[src/design/pmurf_pkg.sv]
package pmurf_pkg;

	localparam int REG_COUNT  = 256;
	localparam int ADDR_W     = 8;
	localparam int CFG_IDX_W  = 8;
	localparam int CFG_DATA_W = 16;

	localparam logic [6:0] DEV_ADDR = 7'h34;

	// opcodes
	localparam logic [2:0] OP_SET_PTR = 3'd0;
	localparam logic [2:0] OP_WRITE   = 3'd1;
	localparam logic [2:0] OP_READ    = 3'd2;
	localparam logic [2:0] OP_IRQ     = 3'd3;
	localparam logic [2:0] OP_RESET   = 3'd4;

	// configuration register indexes
	localparam logic [CFG_IDX_W-1:0] CFG_BAT_PRESENT = 8'd0;
	localparam logic [CFG_IDX_W-1:0] CFG_BUS_PRESENT = 8'd1;
	localparam logic [CFG_IDX_W-1:0] CFG_BAT_MV      = 8'd2;
	localparam logic [CFG_IDX_W-1:0] CFG_BUS_MV      = 8'd3;

	localparam logic [15:0] BAT_MV_RESET = 16'd3970;
	localparam logic [15:0] BUS_MV_RESET = 16'd5000;

	// register addresses
	localparam logic [7:0] A_POWER_STATUS  = 8'h00;
	localparam logic [7:0] A_CHARGE_STATUS = 8'h01;
	localparam logic [7:0] A_ID            = 8'h03;
	localparam logic [7:0] A_IRQ_FIRST     = 8'h44;
	localparam logic [7:0] A_IRQ_LAST      = 8'h47;
	localparam logic [7:0] A_IRQ_EXTRA     = 8'h4D;
	localparam logic [7:0] A_RO_FIRST      = 8'h56;
	localparam logic [7:0] A_RO_LAST       = 8'h7F;
	localparam logic [7:0] A_BUS_ADC       = 8'h5A;
	localparam logic [7:0] A_TEMP_ADC      = 8'h5E;
	localparam logic [7:0] A_BAT_ADC       = 8'h78;
	localparam logic [7:0] A_SYS_ADC       = 8'h7E;

	localparam logic [7:0] BUS_BITS  = 8'h24;
	localparam logic [7:0] BAT_BITS  = 8'h20;

	localparam logic [11:0] ADC_MAX  = 12'hFFF;
	localparam int          SYS_MV   = 3300;
	localparam logic [11:0] SYS_ADC  = 12'(SYS_MV * 10 / 14);
	localparam logic [11:0] TEMP_ADC = 12'd1697;

	// mv*10/11 and mv*10/17 by reciprocal multiply; inputs at or above the
	// limits saturate, so the product operand stays within 13 bits of mv
	localparam logic [15:0] BAT_SAT_MV = 16'd4506;
	localparam logic [15:0] BUS_SAT_MV = 16'd6964;
	localparam logic [15:0] RECIP_11   = 16'd47663;	// ceil(2^19 / 11)
	localparam logic [15:0] RECIP_17   = 16'd61681;	// ceil(2^20 / 17)

	// interrupt raise walks five registers
	localparam logic [2:0] IRQ_LAST = 3'd4;

	typedef enum logic [3:0] {
		ST_IDLE   = 4'b0001,
		ST_MODIFY = 4'b0010,
		ST_IRQ    = 4'b0100,
		ST_RESP   = 4'b1000
	} state_t;

	typedef struct packed {
		logic [7:0]  power_status;
		logic [7:0]  charge_status;
		logic [11:0] bat_adc;
		logic [11:0] bus_adc;
	} deriv_t;

	function automatic logic [11:0] adc_battery(input logic [15:0] mv);
		logic [15:0] x;
		logic [31:0] p;
		x = 16'(mv[12:0]) * 16'd10;
		p = 32'(x) * 32'(RECIP_11);
		return (mv >= BAT_SAT_MV) ? ADC_MAX : p[30:19];
	endfunction

	function automatic logic [11:0] adc_bus(input logic [15:0] mv);
		logic [16:0] x;
		logic [32:0] p;
		x = 17'(mv[12:0]) * 17'd10;
		p = 33'(x) * 33'(RECIP_17);
		return (mv >= BUS_SAT_MV) ? ADC_MAX : p[31:20];
	endfunction

	function automatic logic is_irq_reg(input logic [7:0] a);
		return (a >= A_IRQ_FIRST && a <= A_IRQ_LAST) || a == A_IRQ_EXTRA;
	endfunction

	function automatic logic is_read_only(input logic [7:0] a);
		return a <= A_ID || (a >= A_RO_FIRST && a <= A_RO_LAST);
	endfunction

	function automatic logic [7:0] irq_addr(input logic [2:0] idx);
		return (idx == IRQ_LAST) ? A_IRQ_EXTRA : A_IRQ_FIRST + 8'(idx);
	endfunction

	// power-on value of a writable register
	function automatic logic [7:0] reset_value(input logic [7:0] a);
		logic [7:0] v;
		unique case (a)
			8'h12:   v = 8'h03;
			8'h23:   v = 8'h16;
			8'h26:   v = 8'h68;
			8'h27:   v = 8'h68;
			8'h28:   v = 8'hFF;
			8'h31:   v = 8'h03;
			8'h33:   v = 8'hC0;
			8'h36:   v = 8'h0C;
			8'h82:   v = 8'hFF;
			8'h83:   v = 8'h80;
			8'h84:   v = 8'h32;
			8'h90:   v = 8'h07;
			default: v = 8'h00;
		endcase
		return v;
	endfunction

	// contents of a read-only register; readings are high byte then low nibble
	function automatic logic [7:0] derived_value(input logic [7:0] a, input deriv_t d);
		logic [7:0] v;
		unique case (a)
			A_POWER_STATUS:   v = d.power_status;
			A_CHARGE_STATUS:  v = d.charge_status;
			A_ID:             v = 8'h03;
			A_BUS_ADC:        v = d.bus_adc[11:4];
			A_BUS_ADC + 8'd1: v = {4'h0, d.bus_adc[3:0]};
			A_TEMP_ADC:       v = TEMP_ADC[11:4];
			A_TEMP_ADC + 8'd1: v = {4'h0, TEMP_ADC[3:0]};
			A_BAT_ADC:        v = d.bat_adc[11:4];
			A_BAT_ADC + 8'd1: v = {4'h0, d.bat_adc[3:0]};
			A_SYS_ADC:        v = SYS_ADC[11:4];
			A_SYS_ADC + 8'd1: v = {4'h0, SYS_ADC[3:0]};
			default:          v = 8'h00;
		endcase
		return v;
	endfunction

endpackage

[src/design/pmurf_cfg.sv]
module pmurf_cfg
	import pmurf_pkg::*;
(
	input  logic                  clk,
	input  logic                  arst_n,
	input  logic                  cfg_valid,
	output logic                  cfg_ready,
	input  logic [CFG_IDX_W-1:0]  cfg_index,
	input  logic [CFG_DATA_W-1:0] cfg_data,
	output deriv_t                deriv
);

	logic        bat_present_q;
	logic        bus_present_q;
	logic [15:0] bat_mv_q;
	logic [15:0] bus_mv_q;
	deriv_t      deriv_q;

	assign cfg_ready = 1'b1;

	// out-of-range indexes fall through and are dropped
	always_ff @(posedge clk or negedge arst_n) begin
		if (!arst_n) begin
			bat_present_q <= 1'b1;
			bus_present_q <= 1'b1;
			bat_mv_q      <= BAT_MV_RESET;
			bus_mv_q      <= BUS_MV_RESET;
		end else if (cfg_valid && cfg_ready) begin
			unique case (cfg_index)
				CFG_BAT_PRESENT: bat_present_q <= cfg_data[0];
				CFG_BUS_PRESENT: bus_present_q <= cfg_data[0];
				CFG_BAT_MV:      bat_mv_q      <= cfg_data;
				CFG_BUS_MV:      bus_mv_q      <= cfg_data;
				default: ;
			endcase
		end
	end

	// refresh the derived view, registered from the settings
	always_ff @(posedge clk or negedge arst_n) begin
		if (!arst_n) begin
			deriv_q.power_status  <= BUS_BITS;
			deriv_q.charge_status <= BAT_BITS;
			deriv_q.bat_adc       <= adc_battery(BAT_MV_RESET);
			deriv_q.bus_adc       <= adc_bus(BUS_MV_RESET);
		end else begin
			deriv_q.power_status  <= bus_present_q ? BUS_BITS : 8'h00;
			deriv_q.charge_status <= bat_present_q ? BAT_BITS : 8'h00;
			deriv_q.bat_adc       <= adc_battery(bat_mv_q);
			deriv_q.bus_adc       <= adc_bus(bus_mv_q);
		end
	end

	assign deriv = deriv_q;

endmodule

[config.mk]
export PLATFORM = sky130hd
export DESIGN_NAME = pmurf_cfg
export DESIGN_NICKNAME = d
export VERILOG_FILES = /design/src/design/pmurf_pkg.sv /design/src/design/pmurf_cfg.sv
export SDC_FILE = /design/constraint.sdc
export NUM_CORES = 1
export LEC_CHECK = 0
export ABC_CLOCK_PERIOD_IN_PS = 19500
export BUFFER_PORTS_ARGS = -buffer_cell sky130_fd_sc_hd__buf_4
export CELL_PAD_IN_SITES_DETAIL_PLACEMENT = 0
export CELL_PAD_IN_SITES_GLOBAL_PLACEMENT = 1
export CORE_ASPECT_RATIO = 1.2
export CORE_UTILIZATION = 40
export CTS_BUF_LIST = sky130_fd_sc_hd__clkbuf_4
export DETAILED_ROUTE_END_ITERATION = 10
export PLACE_DENSITY_LB_ADDON = 0.2
export SLEW_MARGIN = 20
export SYNTH_ARGS = -nofsm -noshare
export SYNTH_HDL_FRONTEND = slang
export SYNTH_SLANG_ARGS = --single-unit
[constraint.sdc]
create_clock -name clk -period 19.5 [get_ports clk]
set_input_delay 3.9 -clock clk [delete_from_list [all_inputs] [get_ports clk]]
set_output_delay 3.9 -clock clk [all_outputs]
set_load 0.02 [all_outputs]
; Word-level counts from Yosys, hierarchy flattened
; Index checks and enable logic that the tools add are counted.
[word_totals]
ff_bits = 70
latchBits = 0
ram_bits = 0
mem_bits_ro = 0
n_memories = 0
[classes]
addsub = 0
multipliers = 4
div = 0
magnitude_cmp = 2
eq_ne = 3
shifts = 0
mux = 4
bitwise_logic = 0
n_reduce_logical = 5
[ops]
columns = cell, n
row1 = $ge 16x13->1 const B, 2
row2 = $mul 16x16->31 const B, 1
row3 = $mul 15x16->30 const B, 1
row4 = $mux 12, 2
row5 = $eq 8x2->1 const B, 2
row6 = $mul 13x3->16 const B, 1
row7 = $mul 13x3->15 const B, 1
row8 = $mux 6, 2
row9 = $eq 8x1->1 const B, 1
row10 = $logic_not 8->1, 1
row11 = $reduce_and 2->1, 4

; Longest topological paths before layout
[depth]
depth_word = 3
depth_mapped = 34

; Least setup slack after synthesis
; No wires, ideal clock.
[synth_timing]
path_kind = reg-to-reg
start = register bat_mv_q[1]
end = register deriv_q, in the netlist deriv[23]
setup_ns = 0.063
t_arrival_ns = 8.231
required_ns = 19.437
slack_ns = 11.206
stages_incl_launch_ff = 34
n_path_buf = 0
cell_sequence = dfstp_2 -> ha_1 -> ha_1 -> fa_1 -> a21o_1 -> a21oi_1 -> o21bai_1 -> a21oi_1 -> o21bai_1 -> a21oi_1 -> o21bai_1 -> a21oi_1 -> xor2_1 -> fa_1 -> xor2_1 -> ha_1 -> inv_1 -> fa_1 -> fa_1 -> inv_1 -> fa_1 -> inv_1 -> fa_1 -> inv_1 -> ha_1 -> o21a_1 -> a2bb2oi_1 -> o22ai_1 -> a21oi_1 -> a31oi_2 -> a21oi_2 -> a41oi_2 -> xnor3_1 -> nand2_1
[synth_via]
elab_chain_len = 3
word_cells_on_any_way = 4
classes_between = 2 x mul / 1 x order compare / 1 x mux
[synth_rtl]
columns = item, line_no
row1 = from (decl), pmurf_cfg.sv:15  ; logic [15:0] bat_mv_q;
row2 = from (signal assigned), pmurf_cfg.sv:32  ; CFG_BAT_MV: bat_mv_q <= cfg_data;
row3 = $mul 13x3->15, pmurf_pkg.sv:75  ; x = 16'(mv[12:0]) * 16'd10;
row4 = $mul 15x16->30, pmurf_pkg.sv:76  ; p = 32'(x) * 32'(RECIP_11);
row5 = $mux 12 *, pmurf_pkg.sv:77  ; return (mv >= BAT_SAT_MV) ? ADC_MAX : p[30:19];
row6 = to (decl), pmurf_cfg.sv:17  ; deriv_t deriv_q;
; Mark *: on every way between the ends. The rest lies on a longest branch, timed or not.
; A chain may end at the register's enable or synchronous reset.

; Final worst setup path
; Ends and elaborated chain as after synthesis.

==> results_dict.tcl <==
set metrics [dict create \
    worst_ir_drop_vdd_uv 35.8 \
    dr.pass1.iters 4 \
    rr_startpoint "bat_mv_q[1]$_DFFE_PN1P_" \
    crit_arrival_ns 9.58 \
    setup.worst_path.class "register to register" \
    grt-ovfl-total 0 \
    period_minus_slack_ns 9.17 \
    ff_latch_area_um2 1540 \
    multi_input_area_um2 8690 \
    max_stage_delay_ns 0.67 \
    setup.worst_path.end_class "register" \
    maxSlewHeadroom 0.306 \
    cts_tree "built" \
    row_count 67 \
    clock-sinks 60 \
    drive_above_1_share 0.131 \
    root_buffer "clkbuf_4" \
    synth_area_um2 11400 \
    drt-initial-drc-count 218 \
    antenna_found_initial 2 \
    gr-usage-all-layers 0.176 \
    h-tree-depth 3 \
    slew_violations 0 \
    ys_ff_latch 60 \
    skew_ns 0.0321 \
    cts_buffer_depth 2 \
    crit_required_ns 19.90 \
    post_cts_resized 0 \
    finalSetupTns_ns 0 \
    gp_congestion 0.863 \
    syn2layout_area_growth_pct 8.51 \
    drc 0 \
    nets 1624 \
    ys.flop_type "dfstp_2" \
    layout_commonest_cell "inv_1" \
    rr_worst_depth 33 \
    vias 7296 \
    drt-total-wl_mm 23.4 \
    worstMarginPinSlew_ns 1.03 \
    worst-path-max-fanout 10 \
    crit_top_cell "fa_1" \
    initial_utilization 0.408 \
    hold_viol 0 \
    crit_family "adder cells" \
    cp-start-kind "register" \
    min_period_over_period 0.470 \
    n_fill_cell 2806 \
    fin_util 0.443 \
    clk_latency_ns 0.45 \
    die_y_um 187 \
    slowest_stage "dfstp_2" \
    die_x_um 156 \
    crit_buf_inv 4 \
    hold_depth 0 \
    grt_max_degree 61 \
    path_clk_slew_ns 0.13 \
    place_inst 1543 \
    clock.fmax_mhz 109 \
    power.density_nw_per_um2 77.5 \
    core_area_um2 28000 \
    post-cts-setup-buffers 0 \
    mostFrequentLayoutCells "297 x inv_1, 275 x ha_1, 147 x fa_1" \
    fin_cells 1560 \
    maxCapViolations 0 \
    yosysSeqAreaShare 0.135 \
    status "completed" \
    routed_via_density 4.68 \
    synth_area_per_cell_um2 10.2 \
    r2r-end "deriv[23]$_DFF_PN1_" \
    io_buffers 53 \
    wl_per_cell_um 15.0 \
    hold_path_end "deriv[29]$_DFF_PN1_" \
    p_leak_uw 0.00732 \
    grt_first_pass_wirelength_mm 40.0 \
    setup_violations 0 \
    ys_warn_count 0 \
    hpwl_mm 21.4 \
    place_area_um2 12200 \
    final_area_um2 12400 \
    synth_async_sr_flop_share 1.00 \
    cts-hold-fix-buffers 0 \
    die_area_um2 29200 \
    whs_ns 0.372 \
    ys_types 67 \
    postRouteAntennaNets 0 \
    synth_cells 1118 \
    hold_path.class "register to register" \
    pin_count 68 \
    rsz0062_at_grt "no" \
    synth-edff-count 0 \
    rrSetupSlack_ns 10.33 \
    grt_pass1_vias 8064 \
    min_from "bat_present_q$_DFFE_PN1P_" \
    cts_buffers 9 \
]
==> sequential cells by signal (all words and copies together), names as in the netlist <==
register       flops
bat_present_q      1
bat_mv_q          16
bus_mv_q          16
bus_present_q      1
deriv             26
==> cells in the mapped netlist (all sizes together) (2+ instances only) <==
library cell	count	area (um^2)
nand2	40	150
a211oi	4	40.0
dfrtp	30	751
a31oi	5	43.8
o21a	5	37.5
nor3	6	30.0
fa	147	2940
nand4	5	31.3
nand2b	3	18.8
o31a	2	17.5
xnor2	36	315
buf	17	123
o21ai	22	110
conb	2	7.51
xor2	14	123
and2	3	18.8
nor2	25	93.8
clkbuf	3	11.3
o211ai	4	30.0
nand3	8	45.0
nor3b	2	20.0
a21boi	4	33.8
and3	5	32.5
nand3b	4	33.8
or2	3	18.8
a21oi	33	169
ha	275	3440
dfstp	30	788
a41oi	2	25.0
mux2	34	383
o21bai	7	52.6
a21o	15	114
o2111ai	2	17.5
a2111oi	3	32.5
nor2b	2	12.5
inv	297	1110
nor4	3	33.8
==> final cells by class <==
type / instances / share of cell area
Multi-Input combinational cell: 753 / 0.701
Sequential cell: 60 / 0.124
Inverter: 297 / 0.0900
Tap cell: 379 / 0.0383
Timing Repair Buffer: 54 / 0.0327
Clock inverter: 7 / 0.00798
Clock buffer: 9 / 0.00545
Antenna cell: 1 / 0.000202
==> worst max path at each step <==
stage / endpoint / startpoint / slack (ns) / cells after the start
after CTS: deriv[23]$_DFF_PN1_ / bat_mv_q[1]$_DFFE_PN1P_ / 10.19 / 33
after global placement: deriv[23]$_DFF_PN1_ / bat_mv_q[1]$_DFFE_PN1P_ / 10.32 / 33
after floorplan: deriv[23]$_DFF_PN1_ / bat_mv_q[1]$_DFFE_PN1P_ / 11.21 / 33
after global routing: deriv[23]$_DFF_PN1_ / bat_mv_q[1]$_DFFE_PN1P_ / 9.54 / 33
final: deriv[23]$_DFF_PN1_ / bat_mv_q[1]$_DFFE_PN1P_ / 10.33 / 33
after detailed placement: deriv[23]$_DFF_PN1_ / bat_mv_q[1]$_DFFE_PN1P_ / 10.17 / 33
==> power by group <==
part,internal [uW],switching (uW)
clock,52.5,54.8
sequential,160,10.4
combinational,281,402
==> per-stage QoR <==
stage          total power (uW)  worst slack (ns)
2_1_floorplan               676             11.21
3_3_place_gp                870             10.32
3_5_place_dp                869             10.17
4_1_cts                     988             10.19
5_1_grt                    1100              9.54
6_report                    961             10.33
==> cell families after synthesis <==
family	count (synthesis)	share of synthesized area
AO/OA/AOI/OAI	118	0.0712
flip-flops	60	0.135
buffers and inverters	317	0.109
multiplexers	35	0.0344
adder cells (fa/ha/maj)	422	0.559
other	2	0.000658
XOR/XNOR	51	0.0403
AND/OR/NAND/NOR	113	0.0503
==> worst reg2reg max path: cells and delay by family (launching register included) <==
family,cells,cell delay [ns]
AOI/OAI and AO/OA,15,3.04
xor gates and xnor gates,3,0.99
adders and majority gates,10,4.22
buffers and inverters,4,0.19
DFF,1,0.67
and+or+nand+nor,1,0.08
==> per-layer routing <==
layer | track usage | part of all wire | up-vias
met5 | 0 | 0.00073 | -
met4 | 0.0434 | 0.013 | 2
met3 | 0.0107 | 0.0076 | 15
met2 | 0.347 | 0.58 | 29
met1 | 0.203 | 0.40 | 3573
li1 | - | - | 3677
Note: power is estimated with default switching activity, not from simulation.
